### config.mk
export PLATFORM = sky130hd
export DESIGN_NAME = separable_covariance_kernel_unit
export DESIGN_NICKNAME = d
export VERILOG_FILES = /design/src/hdl/scku_pkg.sv /design/src/hdl/separable_covariance_kernel_unit.sv /design/src/hdl/scku_mul.sv /design/src/hdl/scku_seq.sv
export VERILOG_INCLUDE_DIRS = /design/src /design/src/hdl
export SDC_FILE = /design/constraint.sdc
export NUM_CORES = 2
export LEC_CHECK = 0
export ABC_AREA = 1
export BUFFER_PORTS_ARGS = -buffer_cell sky130_fd_sc_hd__clkbuf_2
export CAP_MARGIN = 20
export CORE_AREA = 4 4 328 572
export DETAILED_ROUTE_END_ITERATION = 10
export DIE_AREA = 0 0 332 576
export GPL_TIMING_DRIVEN = 0
export SYNTH_ARGS = -nofsm -noshare
export SYNTH_HDL_FRONTEND = slang
export SYNTH_SLANG_ARGS = --single-unit
### constraint.sdc
create_clock -name clock -period 10.3 [get_ports clock]
set_clock_uncertainty 0.05 [all_clocks]
set_input_delay 2.575 -clock clock [delete_from_list [all_inputs] [get_ports clock]]
set_output_delay 2.575 -clock clock [all_outputs]
set_load 0.005 [all_outputs]
### src/hdl/separable_covariance_kernel_unit_macros.svh
// Assertion shorthands; clock and reset are the block's own port names.
`ifndef SEPARABLE_COVARIANCE_KERNEL_UNIT_MACROS_SVH
`define SEPARABLE_COVARIANCE_KERNEL_UNIT_MACROS_SVH

`define SCKU_ASSERT_SAME(lbl, ante, cons, msg) \
   lbl: assert property (@(posedge clock) disable iff (reset) (ante) |-> (cons)) \
      else $error(msg);

`define SCKU_ASSERT_NEXT(lbl, ante, cons, msg) \
   lbl: assert property (@(posedge clock) disable iff (reset) (ante) |=> (cons)) \
      else $error(msg);

`endif

### src/hdl/scku_pkg.sv
package scku_pkg;

   localparam int unsigned CORR_MAX_W = 25;

   typedef enum logic [1:0] {
      KIND_M52  = 2'd0,
      KIND_M32  = 2'd1,
      KIND_PEXP = 2'd2,
      KIND_ONE  = 2'd3
   } kind_type;

   typedef struct packed {
      logic [31:0] distance;
      logic [31:0] inv_range;
      logic [17:0] roughness;
      logic        last_dim;
      kind_type    kind;
   } item_type;

   typedef struct packed {
      logic [31:0] a;
      logic [31:0] b;
   } mul_req_type;

   typedef struct packed {
      logic                  busy;
      logic                  emit;
      logic [CORR_MAX_W-1:0] correlation;
   } seq_stat_type;

   localparam logic [30:0] Q30_ONE   = 31'h4000_0000;
   localparam logic [63:0] ARG_LIMIT = 64'd32 << 30;
   localparam logic [63:0] W_LIMIT   = 64'd5 << 30;
   localparam logic [31:0] C_SQRT5   = 32'd2400959709;
   localparam logic [31:0] C_SQRT3   = 32'd1859775393;
   localparam logic [31:0] C_LOG2E   = 32'd1549082005;
   localparam logic [31:0] C_LN2     = 32'd744261118;
   localparam int unsigned ALPHA_FRAC = 16;

endpackage

### src/hdl/separable_covariance_kernel_unit.sv
// channel  dir  handshake              payload
// req      in   req_valid / req_stall  distance, inv_range, roughness, last_dim
// rsp      out  rsp_valid / rsp_stall  correlation
// csr      in   csr_valid / csr_ready  kernel_kind
//
// After the accepting edge the sequencer stays busy while it works on the beat, and on the
// last beat of an entry also while it waits to emit; its pace is set by the one shared 32x32
// multiplier, the twelve-step exponential series and, for power exponential, the leading-one
// walk and thirty squarings.
// Reset is synchronous; it clears the sequencer, the running product to 1.0,
// kernel_kind to Matern 5/2 and the result slot. A stalled result is held in
// its slot while the next beat is worked on; the last beat of an entry waits
// only if the slot is still full.
`include "separable_covariance_kernel_unit_macros.svh"

module separable_covariance_kernel_unit import scku_pkg::*; #(
   parameter int unsigned FRAC_BITS  = 16,
   parameter int unsigned DIST_WIDTH = 24
) (
   input  logic                  clock,
   input  logic                  reset,
   input  logic                  req_valid,
   output logic                  req_stall,
   input  logic [DIST_WIDTH-1:0] req_distance,
   input  logic [DIST_WIDTH-1:0] req_inv_range,
   input  logic [17:0]           req_roughness,
   input  logic                  req_last_dim,
   output logic                  rsp_valid,
   input  logic                  rsp_stall,
   output logic [FRAC_BITS:0]    rsp_correlation,
   input  logic                  csr_valid,
   output logic                  csr_ready,
   input  logic [1:0]            csr_kernel_kind
);

   kind_type            kind_ff, kind_in;
   logic                rsp_valid_ff, rsp_valid_in;
   logic [FRAC_BITS:0]  rsp_corr_ff, rsp_corr_in;
   item_type            item;
   seq_stat_type        stat;
   mul_req_type         mul_req;
   logic [63:0]         mul_p;
   logic                start, slot_free;

   assign csr_ready = 1'b1;
   assign req_stall = stat.busy;
   assign start     = req_valid && !stat.busy;
   assign slot_free = !rsp_valid_ff || !rsp_stall;

   assign item.distance  = 32'(req_distance);
   assign item.inv_range = 32'(req_inv_range);
   assign item.roughness = req_roughness;
   assign item.last_dim  = req_last_dim;
   assign item.kind      = kind_ff;

   always_comb begin
      kind_in      = kind_ff;
      rsp_valid_in = rsp_valid_ff;
      rsp_corr_in  = rsp_corr_ff;
      if (csr_valid) begin
         kind_in = kind_type'(csr_kernel_kind);
      end
      if (stat.emit) begin
         rsp_valid_in = 1'b1;
         rsp_corr_in  = stat.correlation[FRAC_BITS:0];
      end else if (!rsp_stall) begin
         rsp_valid_in = 1'b0;
      end
   end

   always_ff @(posedge clock) begin
      rsp_corr_ff <= rsp_corr_in;
      if (reset) begin
         kind_ff      <= KIND_M52;
         rsp_valid_ff <= 1'b0;
      end else begin
         kind_ff      <= kind_in;
         rsp_valid_ff <= rsp_valid_in;
      end
   end

   assign rsp_valid       = rsp_valid_ff;
   assign rsp_correlation = rsp_corr_ff;

   scku_mul u_mul (
      .clock (clock),
      .req   (mul_req),
      .prod  (mul_p)
   );

   scku_seq #(
      .FRAC_BITS (FRAC_BITS)
   ) u_seq (
      .clock     (clock),
      .reset     (reset),
      .start     (start),
      .item      (item),
      .slot_free (slot_free),
      .stat      (stat),
      .mul_req   (mul_req),
      .mul_p     (mul_p)
   );

   `SCKU_ASSERT_NEXT(a_busy_after_accept, req_valid && !req_stall, req_stall,
      "sequencer not busy after accepting a beat")
   `SCKU_ASSERT_SAME(a_emit_into_free_slot, stat.emit, !rsp_valid_ff || !rsp_stall,
      "result written over a held beat")
   `SCKU_ASSERT_SAME(a_result_in_range, rsp_valid_ff,
      rsp_corr_ff <= {1'b1, {FRAC_BITS{1'b0}}}, "correlation above one")
   `SCKU_ASSERT_SAME(a_result_from_work, $rose(rsp_valid_ff), $past(stat.busy),
      "result appeared without a finished entry")

endmodule

### src/hdl/scku_mul.sv
module scku_mul import scku_pkg::*; (
   input  logic        clock,
   input  mul_req_type req,
   output logic [63:0] prod
);

   logic [63:0] prod_ff;
   logic [63:0] prod_in;

   assign prod_in = 64'(req.a) * 64'(req.b);
   assign prod    = prod_ff;

   always_ff @(posedge clock) begin
      prod_ff <= prod_in;
   end

endmodule

### src/hdl/scku_seq.sv
module scku_seq import scku_pkg::*; #(
   parameter int unsigned FRAC_BITS = 16
) (
   input  logic         clock,
   input  logic         reset,
   input  logic         start,
   input  item_type     item,
   input  logic         slot_free,
   output seq_stat_type stat,
   output mul_req_type  mul_req,
   input  logic [63:0]  mul_p
);

   localparam logic [63:0]        MAT_X_LIMIT = 64'd32 << FRAC_BITS;
   localparam logic [FRAC_BITS:0] ONE_F       = {1'b1, {FRAC_BITS{1'b0}}};
   localparam logic [7:0]         FRAC_B8     = 8'(FRAC_BITS);

   typedef enum logic [5:0] {
      ST_IDLE, ST_X_ISSUE, ST_X_TAKE, ST_M_R, ST_M_P1, ST_M_P2, ST_M_P3, ST_M_P4,
      ST_M_P5, ST_EXP_T1, ST_EXP_T2, ST_EXP_T3, ST_EXP_Y, ST_ES_A, ST_ES_B, ST_ES_C,
      ST_EXP_FIN, ST_LZ, ST_LG_INIT, ST_SQ_A, ST_SQ_B, ST_LG_MAG, ST_LG_M1, ST_LG_M2,
      ST_LG_M3, ST_LG_W, ST_PE_Y, ST_PE_SHIFT, ST_PE_KDONE, ST_FOLD, ST_FOLD2, ST_EMIT
   } state_type;

   function automatic logic [31:0] recip(input logic [3:0] n);
      logic [31:0] v;
      begin
         unique case (n)
            4'd1:    v = 32'd4294967295;
            4'd2:    v = 32'd2147483647;
            4'd3:    v = 32'd1431655765;
            4'd4:    v = 32'd1073741823;
            4'd5:    v = 32'd858993459;
            4'd6:    v = 32'd715827882;
            4'd7:    v = 32'd613566756;
            4'd8:    v = 32'd536870911;
            4'd9:    v = 32'd477218588;
            4'd10:   v = 32'd429496729;
            4'd11:   v = 32'd390451572;
            4'd12:   v = 32'd357913941;
            default: v = 32'd0;
         endcase
         return v;
      end
   endfunction

   function automatic logic [31:0] div_fix(input logic [63:0] prod, input logic [31:0] num,
                                           input logic [3:0] n);
      logic [31:0] q0;
      logic [35:0] rem;
      begin
         q0  = prod[63:32];
         rem = 36'(num) - 36'(q0) * 36'(n);
         return (rem >= 36'(n)) ? q0 + 32'd1 : q0;
      end
   endfunction

   state_type           state_ff, state_in, ret_ff, ret_in, es_ret_ff, es_ret_in;
   item_type            item_ff, item_in;
   logic [FRAC_BITS:0]  rp_ff, rp_in, res_ff, res_in;
   logic [63:0]         r_ff, r_in, arg_ff, arg_in, t_ff, t_in, acc_ff, acc_in;
   logic [4:0]          kshift_ff, kshift_in, cnt_ff, cnt_in;
   logic [29:0]         y_ff, y_in, lf_ff, lf_in;
   logic [30:0]         p_ff, p_in, e_ff, e_in, kern_ff, kern_in, poly_ff, poly_in;
   logic [31:0]         m_ff, m_in;
   logic [3:0]          n_ff, n_in;
   logic [5:0]          pos_ff, pos_in;
   logic [37:0]         mag_ff, mag_in;
   logic                neg_ff, neg_in;
   logic signed [8:0]   s_ff, s_in;

   always_comb begin
      logic [63:0]        x, r, t, z, v, k;
      logic [31:0]        mm, q;
      logic [7:0]         pint;
      logic [37:0]        lg;
      logic [33:0]        whi;
      logic [29:0]        frac;
      logic signed [8:0]  wi, ns;
      state_in  = state_ff;   ret_in  = ret_ff;   es_ret_in = es_ret_ff;
      item_in   = item_ff;    rp_in   = rp_ff;    res_in    = res_ff;
      r_in      = r_ff;       arg_in  = arg_ff;   t_in      = t_ff;
      acc_in    = acc_ff;     kshift_in = kshift_ff; cnt_in = cnt_ff;
      y_in      = y_ff;       lf_in   = lf_ff;    p_in      = p_ff;
      e_in      = e_ff;       kern_in = kern_ff;  poly_in   = poly_ff;
      m_in      = m_ff;       n_in    = n_ff;     pos_in    = pos_ff;
      mag_in    = mag_ff;     neg_in  = neg_ff;   s_in      = s_ff;
      mul_req   = '0;
      x = mul_p >> FRAC_BITS;
      r = mul_p >> FRAC_BITS;
      t = mul_p + t_ff;
      z = {mul_p[33:0], 30'b0} + acc_ff;
      k = mul_p >> 20;
      mm = mul_p[61:30];
      q = div_fix(mul_p, m_ff, n_ff);
      pint = {2'b0, pos_ff} - FRAC_B8;
      lg = {pint, lf_ff};
      whi = acc_ff[63:30];
      frac = acc_ff[29:0];
      wi = neg_ff ? -($signed({2'b0, whi[6:0]}) + $signed({8'b0, (frac != 30'd0)}))
                  : $signed({2'b0, whi[6:0]});
      ns = -s_ff;
      v = '0;
      unique case (state_ff)
         ST_IDLE: begin
            if (start) begin
               item_in  = item;
               state_in = ST_X_ISSUE;
            end
         end
         ST_X_ISSUE: begin
            mul_req.a = item_ff.distance;
            mul_req.b = item_ff.inv_range;
            state_in  = ST_X_TAKE;
         end
         ST_X_TAKE: begin
            unique case (item_ff.kind)
               KIND_M52, KIND_M32: begin
                  mul_req.a = x[31:0];
                  mul_req.b = (item_ff.kind == KIND_M52) ? C_SQRT5 : C_SQRT3;
                  if (x >= MAT_X_LIMIT) begin
                     kern_in  = '0;
                     state_in = ST_FOLD;
                  end else begin
                     state_in = ST_M_R;
                  end
               end
               KIND_PEXP: begin
                  if (item_ff.roughness == 18'd0) begin
                     arg_in   = 64'(Q30_ONE);
                     ret_in   = ST_PE_KDONE;
                     state_in = ST_EXP_T1;
                  end else if (x == 64'd0) begin
                     kern_in  = Q30_ONE;
                     state_in = ST_FOLD;
                  end else begin
                     acc_in   = x;
                     pos_in   = 6'd63;
                     state_in = ST_LZ;
                  end
               end
               KIND_ONE: begin
                  kern_in  = Q30_ONE;
                  state_in = ST_FOLD;
               end
            endcase
         end
         ST_M_R: begin
            if (r >= ARG_LIMIT) begin
               kern_in  = '0;
               state_in = ST_FOLD;
            end else begin
               r_in     = r;
               arg_in   = r;
               ret_in   = ST_M_P1;
               state_in = ST_EXP_T1;
            end
         end
         ST_EXP_T1: begin
            if (arg_ff >= ARG_LIMIT) begin
               e_in     = '0;
               state_in = ret_ff;
            end else begin
               mul_req.a = {2'b0, arg_ff[29:0]};
               mul_req.b = C_LOG2E;
               state_in  = ST_EXP_T2;
            end
         end
         ST_EXP_T2: begin
            t_in      = mul_p >> 30;
            mul_req.a = {27'b0, arg_ff[34:30]};
            mul_req.b = C_LOG2E;
            state_in  = ST_EXP_T3;
         end
         ST_EXP_T3: begin
            if (t[63:30] >= 34'd31) begin
               e_in     = '0;
               state_in = ret_ff;
            end else begin
               kshift_in = t[34:30];
               mul_req.a = {2'b0, t[29:0]};
               mul_req.b = C_LN2;
               state_in  = ST_EXP_Y;
            end
         end
         ST_EXP_Y: begin
            y_in      = mul_p[59:30];
            p_in      = Q30_ONE;
            n_in      = 4'd12;
            es_ret_in = ST_EXP_FIN;
            state_in  = ST_ES_A;
         end
         ST_ES_A: begin
            mul_req.a = {2'b0, y_ff};
            mul_req.b = {1'b0, p_ff};
            state_in  = ST_ES_B;
         end
         ST_ES_B: begin
            m_in      = mm;
            mul_req.a = mm;
            mul_req.b = recip(n_ff);
            state_in  = ST_ES_C;
         end
         ST_ES_C: begin
            p_in = Q30_ONE - q[30:0];
            if (n_ff == 4'd1) begin
               state_in = es_ret_ff;
            end else begin
               n_in     = n_ff - 4'd1;
               state_in = ST_ES_A;
            end
         end
         ST_EXP_FIN: begin
            e_in     = p_ff >> kshift_ff;
            state_in = ret_ff;
         end
         ST_M_P1: begin
            mul_req.a = {7'b0, r_ff[34:10]};
            mul_req.b = {7'b0, r_ff[34:10]};
            state_in  = ST_M_P2;
         end
         ST_M_P2: begin
            if (item_ff.kind == KIND_M52) begin
               m_in      = mul_p[51:20];
               n_in      = 4'd3;
               mul_req.a = mul_p[51:20];
               mul_req.b = recip(4'd3);
               state_in  = ST_M_P3;
            end else begin
               poly_in  = 31'h0010_0000 + 31'(r_ff[34:10]);
               state_in = ST_M_P4;
            end
         end
         ST_M_P3: begin
            poly_in  = 31'h0010_0000 + 31'(r_ff[34:10]) + q[30:0];
            state_in = ST_M_P4;
         end
         ST_M_P4: begin
            mul_req.a = {1'b0, poly_ff};
            mul_req.b = {1'b0, e_ff};
            state_in  = ST_M_P5;
         end
         ST_M_P5: begin
            kern_in  = (k > 64'(Q30_ONE)) ? Q30_ONE : k[30:0];
            state_in = ST_FOLD;
         end
         ST_LZ: begin
            if (acc_ff[63]) begin
               state_in = ST_LG_INIT;
            end else begin
               acc_in = {acc_ff[62:0], 1'b0};
               pos_in = pos_ff - 6'd1;
            end
         end
         ST_LG_INIT: begin
            m_in     = {1'b0, acc_ff[63:33]};
            lf_in    = '0;
            cnt_in   = 5'd30;
            state_in = ST_SQ_A;
         end
         ST_SQ_A: begin
            mul_req.a = m_ff;
            mul_req.b = m_ff;
            state_in  = ST_SQ_B;
         end
         ST_SQ_B: begin
            m_in   = mm[31] ? {1'b0, mm[31:1]} : mm;
            lf_in  = {lf_ff[28:0], mm[31]};
            cnt_in = cnt_ff - 5'd1;
            state_in = (cnt_ff == 5'd1) ? ST_LG_MAG : ST_SQ_A;
         end
         ST_LG_MAG: begin
            neg_in   = pint[7];
            mag_in   = pint[7] ? -lg : lg;
            state_in = ST_LG_M1;
         end
         ST_LG_M1: begin
            mul_req.a = {2'b0, mag_ff[29:0]};
            mul_req.b = {14'b0, item_ff.roughness};
            state_in  = ST_LG_M2;
         end
         ST_LG_M2: begin
            acc_in    = mul_p;
            mul_req.a = {24'b0, mag_ff[37:30]};
            mul_req.b = {14'b0, item_ff.roughness};
            state_in  = ST_LG_M3;
         end
         ST_LG_M3: begin
            acc_in   = z >> ALPHA_FRAC;
            state_in = ST_LG_W;
         end
         ST_LG_W: begin
            if (!neg_ff && acc_ff >= W_LIMIT) begin
               kern_in  = '0;
               state_in = ST_FOLD;
            end else if (frac == 30'd0) begin
               p_in     = Q30_ONE;
               s_in     = wi;
               state_in = ST_PE_SHIFT;
            end else begin
               s_in      = wi + 9'sd1;
               mul_req.a = neg_ff ? {2'b0, frac} : 32'(Q30_ONE - {1'b0, frac});
               mul_req.b = C_LN2;
               state_in  = ST_PE_Y;
            end
         end
         ST_PE_Y: begin
            y_in      = mul_p[59:30];
            p_in      = Q30_ONE;
            n_in      = 4'd12;
            es_ret_in = ST_PE_SHIFT;
            state_in  = ST_ES_A;
         end
         ST_PE_SHIFT: begin
            if (!s_ff[8]) begin
               v = 64'(p_ff) << s_ff[3:0];
            end else if (ns >= 9'sd63) begin
               v = '0;
            end else begin
               v = 64'(p_ff) >> ns[5:0];
            end
            arg_in   = v;
            ret_in   = ST_PE_KDONE;
            state_in = ST_EXP_T1;
         end
         ST_PE_KDONE: begin
            kern_in  = e_ff;
            state_in = ST_FOLD;
         end
         ST_FOLD: begin
            mul_req.a = 32'(rp_ff);
            mul_req.b = {1'b0, kern_ff};
            state_in  = ST_FOLD2;
         end
         ST_FOLD2: begin
            if (item_ff.last_dim) begin
               res_in   = mul_p[30+FRAC_BITS:30];
               rp_in    = ONE_F;
               state_in = ST_EMIT;
            end else begin
               rp_in    = mul_p[30+FRAC_BITS:30];
               state_in = ST_IDLE;
            end
         end
         ST_EMIT: begin
            if (slot_free) begin
               state_in = ST_IDLE;
            end
         end
         default: state_in = ST_IDLE;
      endcase
   end

   assign stat.busy        = (state_ff != ST_IDLE);
   assign stat.emit        = (state_ff == ST_EMIT) && slot_free;
   assign stat.correlation = CORR_MAX_W'(res_ff);

   always_ff @(posedge clock) begin
      item_ff   <= item_in;   res_ff  <= res_in;   r_ff    <= r_in;
      arg_ff    <= arg_in;    t_ff    <= t_in;     acc_ff  <= acc_in;
      kshift_ff <= kshift_in; cnt_ff  <= cnt_in;   y_ff    <= y_in;
      lf_ff     <= lf_in;     p_ff    <= p_in;     e_ff    <= e_in;
      kern_ff   <= kern_in;   poly_ff <= poly_in;  m_ff    <= m_in;
      n_ff      <= n_in;      pos_ff  <= pos_in;   mag_ff  <= mag_in;
      neg_ff    <= neg_in;    s_ff    <= s_in;
      if (reset) begin
         state_ff  <= ST_IDLE;
         ret_ff    <= ST_IDLE;
         es_ret_ff <= ST_IDLE;
         rp_ff     <= ONE_F;
      end else begin
         state_ff  <= state_in;
         ret_ff    <= ret_in;
         es_ret_ff <= es_ret_in;
         rp_ff     <= rp_in;
      end
   end

endmodule
==> results.txt, run 1 <==
The run stopped with a tool error. The stage at which the run stopped is 5_1_grt. The first error in the log reads "[ERROR GRT-0116] Global routing finished with congestion. Check the congestion regions in the DRC Viewer". The share of the synthesized area in the top cell type came out at 24.1%.

The weighted congestion at the end of routability-driven global placement is 1.21. During synthesis, Yosys emitted a total of 0 warnings. The netlist area before placement came out at 82,100 µm². The clock sink count is 672. The number of rows created at floorplan came out at 208. The initial cell density of the core came out at 44.8%. The post-synthesis cell count came out at 10,400.

The post-placement cell count came out at 13,000. The async set or reset register ratio after synthesis is 0%. From bottom edge to top edge, the die measures 576 µm. After synthesis, the cell types taking the most area are sky130_fd_sc_hd__fa_1 24%, sky130_fd_sc_hd__edfxtp_1 20%, sky130_fd_sc_hd__nand2_1 11%. The number of clock buffers added by TritonCTS is 61.

The largest net degree at the start of global routing came out at 39. The final HPWL from detailed placement came out at 425,000 µm. The post-synthesis area per instance is 7.89 µm². The number of primary I/O pins came out at 94. The part of the Yosys area used for sequential elements came out at 23.2%. The remaining global-route overflow is 21.

The deepest level of the CTS H-tree came out at 2. The synthesized netlist net count came out at 11,900. The global-route wire length before repair came out at 794,000 µm. The count of port buffers added during placement is 92. The synthesized design spends more area on one cell type than any other, namely sky130_fd_sc_hd__fa_1. Among all flip-flop cells after synthesis, the most frequent one is sky130_fd_sc_hd__edfxtp_1.

The via count of the first global-routing pass is 92,500. The number of enable flip-flop cells after synthesis came out at 558. The cell sitting at the root of the clock tree is a sky130_fd_sc_hd__clkbuf_16. The number of different library cells in the post-synthesis netlist came out at 69. Measured along the x axis, the die boundary spans 332 µm. Global routing consumed, over all layers together, 60.3% of the routing resources. Counting flops and latches in the post-synthesis netlist gives 672. The clock tree buffer depth is 3.
[Yosys cell counts, drive strengths merged, types with 4 or more instances]
cell        n
a2111oi    11
a211oi     28
a21boi     31
a21o        8
a21oi     459
a221o       5
a221oi    106
a22o       17
a22oi      14
a31oi      54
and2      172
and3        5
buf       161
clkbuf    293
clkinv     24
dfxtp     114
edfxtp    558
fa        989
ha        431
inv      2108
mux2i      42
nand2    2480
nand3     257
nand3b     10
nand4     113
nor2      735
nor3       76
nor4       50
o2111ai    53
o211ai     25
o21a       15
o21ai     515
o21bai     14
o221ai     36
o22ai      79
o311ai      5
o31ai       8
o32ai       4
or2        26
xnor2      66
xor2      190
[routing by layer]
layer	overflow	global-route usage [%]
met1	0	55.3
met2	7	88.0
met3	0	31.1
met4	14	72.3
met5	0	6.46
[cells by family after synthesis]
group / count (synthesis) / share of synthesized area, %
and+or+nand+nor: 3932 / 19.8
buffers and inverters: 2586 / 12.1
AOI/OAI and AO/OA: 1494 / 11.0
adders and majority gates: 1420 / 30.7
DFF: 672 / 23.2
xor gates and xnor gates: 256 / 2.73
muxes: 43 / 0.526
other: 1 / 0.00457
[timing repair]
| action | in CTS |
|---|---|
| hold buffers | 0 |
| pin swaps | 155 |
| setup buffers | 276 |
| setup endpoints to repair | 66 |
| resized for setup | 1081 |
| gates cloned | 6 |
[stage by stage]
stage                     instance area (µm²)  hold WS, ns  worst slack, ns
after detailed placement                87200        0.355            -4.65
after floorplan                         82100        0.350            0.941
after CTS                               96500        0.370           -0.248
after global placement                  85500        0.350            -5.89
==> inputs of run 2 (changes only) <==
--- a/config.mk
+++ b/config.mk
@@ -9,10 +9,11 @@
 export ABC_AREA = 1
 export BUFFER_PORTS_ARGS = -buffer_cell sky130_fd_sc_hd__clkbuf_2
 export CAP_MARGIN = 20
-export CORE_AREA = 4 4 328 572
+export CORE_AREA = 4 4 529 531
 export DETAILED_ROUTE_END_ITERATION = 10
-export DIE_AREA = 0 0 332 576
+export DIE_AREA = 0 0 533 535
 export GPL_TIMING_DRIVEN = 0
+export PLACE_DENSITY_LB_ADDON = 0.15
 export SYNTH_ARGS = -nofsm -noshare
 export SYNTH_HDL_FRONTEND = slang
 export SYNTH_SLANG_ARGS = --single-unit
==> constraint.sdc (replaced) <==
create_clock -name clock -period 13.39 [get_ports clock]
set_clock_uncertainty 0.05 [all_clocks]
set_input_delay 3.3475 -clock clock [delete_from_list [all_inputs] [get_ports clock]]
set_output_delay 3.3475 -clock clock [all_outputs]
set_load 0.005 [all_outputs]
==> results.txt, run 2 <==
The largest net degree at the start of global routing is 35. The synthesized netlist net count is 11,900 (unchanged). The most used flip-flop cell after synthesis is sky130_fd_sc_hd__edfxtp_1. The antenna violation net count after detailed routing is 0.

The initial antenna violation count is 53. The floorplan core area is 276,000 µm². The routed design uses 41,400 µm of met3 wire.

The part of the Yosys area used for sequential elements came out at 23.2% (unchanged). The headroom to the max-slew limit is 0.428%. The weighted congestion at the end of routability-driven global placement is 1.07 (-11%).

The slowest stage of the critical path is the sky130_fd_sc_hd__a221oi_1 cell. Max-cap violations in this run came to 0. The critical path's largest stage delay is 0.94 ns.

The number of rows created at floorplan is 193 (-7.2%). u_seq.item_ff holds more flip-flops than any other register. The flop-to-flop setup slack came out at -0.13 ns. The average wire length per cell after detail routing is 34.3 µm. The worst hold slack came out at 0.364 ns.

The setup path with the least slack is of type reg -> reg. The total buffers and inverters traversed by the critical path is 12. The slew at the pin closest to its max-slew limit came out at 1.49 ns.

After detailed routing, the number of remaining DRC violations is 0. The die height came out at 535 µm (-7.1%). The count of port buffers added during placement was 92 (unchanged). The final reports fail on setup timing. The number of different library cells in the post-synthesis netlist is 69 (unchanged). The peak ir drop on the vdd network is 0.152 mV. Power spread over the standard cell area amounts to 214 nW/µm².

The total of endpoints with negative setup slack in the final report came out at 3. The number of buffers created by CTS came out at 85 (+39%). The top cell types in the final layout, fill and taps aside, are 2,477 x sky130_fd_sc_hd__nand2_1, 2,101 x sky130_fd_sc_hd__inv_1, 989 x sky130_fd_sc_hd__fa_1. The post-synthesis area per instance is 7.89 µm² (unchanged). The remaining global-route overflow is 0. The netlist area before placement came out at 82,100 µm² (unchanged). The share of synthesized cell area in and, or, nand and nor gates came out at 19.8% (unchanged). The data required time of the worst path came out at 13.97 ns. The width of the chip came out at 533 µm (+61%). The yosys synthesis warning count was 0 (unchanged). The xor/xnor cell area share of the yosys netlist came out at 2.73% (unchanged). Of the available clock period, the critical path in the final layout requires 101%. The via count of the first global-routing pass came out at 77,600. The post-synthesis cell count is 10,400 (unchanged). The placed standard-cell area is 89,100 µm² (+2.1%). The clock tree buffer depth came out at 3 (unchanged). The achievable frequency is 74.0 MHz. The global-route wire length before repair came out at 667,000 µm. The final instance area is 92,300 µm². The total negative slack is -0.261 ns.

The flip-flop count of the largest register after layout came out at 69. The share of the synthesized area in the top cell type is 24.1% (unchanged). The main combinational cell family by area after synthesis is adder cells. The CTS clock-pin slew for the worst setup and hold paths came out at 0.07 ns. The leakage power came out at 44.5 nW. The final HPWL from detailed placement is 418,000 µm (-1.7%). By area the synthesized netlist is led by sky130_fd_sc_hd__fa_1 24%, sky130_fd_sc_hd__edfxtp_1 20%, sky130_fd_sc_hd__nand2_1 11%. Of all nets on the critical path, the largest fanout is 10. Ranked by instance count, the synthesized netlist is headed by 2,479 x sky130_fd_sc_hd__nand2_1, 2,101 x sky130_fd_sc_hd__inv_1, 989 x sky130_fd_sc_hd__fa_1, 732 x sky130_fd_sc_hd__nor2_1, 558 x sky130_fd_sc_hd__edfxtp_1.

The adder and majority cell fraction of the synthesized area was 30.7% (unchanged). The flow ran to the end, but the final reports show violations. The max-slew violation count came to 0. The post-placement worst setup slack came out at -0.791 ns (+3.86 ns). The number of endpoints with negative hold slack in the final report is 0.

The arrival time of data at the critical path endpoint came out at 14.10 ns. Setup repair after global routing left no endpoint under its margin. The path with the worst hold slack has its endpoint at rsp_correlation[7].

The type of destination of the critical path is a flip-flop. The clock sink count is 672 (unchanged). The final critical delay including setup and external delays came out at 13.52 ns. After detailed routing, the wire length on met1 is 205,000 µm.

The type of the tightest min-delay check is reg -> reg. After the first detailed-routing iteration, the DRC count stood at 9,341. The destination of the worst register-to-register timing path is u_mul.prod[62]. The full die area is 285,000 µm².

The deepest level of the CTS H-tree came out at 3 (+1). The post-synthesis mux area share came out at 0.526% (unchanged). The number of enable flip-flop cells after synthesis was 558 (unchanged). The clock tree root driver cell is sky130_fd_sc_hd__clkbuf_16. Among the stages of the critical path, the cell type that occurs most often is sky130_fd_sc_hd__inv_1. The post-synthesis compound-gate area fraction is 11.0% (unchanged).

The number of primary I/O pins is 94 (unchanged). TritonCTS built the clock tree. The depth of the most critical reg-to-reg path is 42. The share of post-route cells with drive strength above 1 came out at 5.70%. Along the worst hold path, the cell count comes to 0. The overall global routing resource usage came out at 34.0%. The count of state elements after synthesis came out at 672 (unchanged). The first-pass iteration count of the detailed router is 6. Grouping stages by cell kind, the critical path spends the most delay in adder cells. The dominant cell by count in the synthesized netlist is sky130_fd_sc_hd__nand2_1. The startpoint identified for the worst register-to-register timing path is u_seq.state_ff[0].

The final layout contains 12,200 nets. The detailed router used layers up to and including met5. The worst hold path begins at u_seq.res_ff[7]. The commonest non-fill, non-tap cell in the layout is sky130_fd_sc_hd__nand2_1.

The routed layout has 78,700 vias. The initial cell density of the core came to 29.8% (-15 points). The biggest area consumer among synthesized cells is sky130_fd_sc_hd__fa_1.

From synthesis to final layout, the design area changed by 12.5%. The hold buffer count at cts came out at 0 (unchanged). The post-detailed-routing wire length came out at 497,000 µm.

The via density per instance is 5.43. The routed design uses 216,000 µm of met2 wire. The final critical-path setup slack is -0.126 ns. The number of filler instances in the final layout is 29,600. The async set or reset register ratio after synthesis came out at 0% (unchanged). At the later pin of the worst-skew pair, clock insertion delay measures 0.80 ns. The worst setup path is launched from a flip-flop.
[run 2: how the worst max path moves through the flow]
stage / startpoint / end / slack, ns / cells past startpoint
6_report: u_seq.state_ff[0] / u_mul.prod[62] / -0.13 / 42
3_3_place_gp: u_seq.state_ff[3] / u_mul.prod[60] / -4.02 / 32
5_1_grt: u_seq.state_ff[4] / u_mul.prod[62] / 0.01 / 37
4_1_cts: u_mul.prod[33] / u_mul.prod[62] / 0.08 / 45
2_1_floorplan: u_seq.state_ff[1] / u_mul.prod[62] / 3.03 / 37
3_5_place_dp: u_seq.state_ff[1] / u_mul.prod[62] / -0.79 / 41
[run 2: stage by stage]
stage | total power [W] | instances | util [%]
6_report | 0.0197 | 14500 | 33.5
5_1_grt | 0.0206 | 14500 | 33.5
4_1_cts | 0.0194 | 14500 | 33.4
3_5_place_dp | 0.0167 | 14300 | 32.3
3_3_place_gp | 0.0165 | 14200 | 31.6
2_1_floorplan | 0.0101 | 10400 | -
[run 2: kinds of logic after synthesis]
kind of cell | after synthesis
AOI/OAI and AO/OA | 1494
muxes | 43
buffers and inverters | 2586
DFF | 672
xor gates and xnor gates | 256
and+or+nand+nor | 3932
other | 1
adders and majority gates | 1420
[run 2: repair_timing]
item,CTS,global route
pin swaps,6,1
resized for setup,11,25
setup endpoints to repair,20,9
setup buffers,11,2
[run 2: report_power, final]
part	switching [W]	internal, W	leakage [nW]
sequential	0.000727	0.00279	5.97
combinational	0.00987	0.00388	37.2
clock	0.00110	0.00136	1.37
[run 2: cell type report]
type,count,area (µm²),share of cell area (%)
clock buffer,104,2220,2.40
antenna,36,90.1,0.0976
buffer,454,1920,2.08
inverter,2132,8010,8.67
sequential,672,19100,20.6
tap,3705,4640,5.02
clock inverter,54,686,0.743
timing repair buffer,209,2290,2.48
multi-input combinational,7146,53400,57.9
[run 2: metal layers]
metal	track usage, %	up-vias
met1	44.5	39900
met4	19.0	24
met3	6.91	1072
met5	0	-
li1	-	33400
met2	52.5	4275
(Power assumes the default switching activity.)
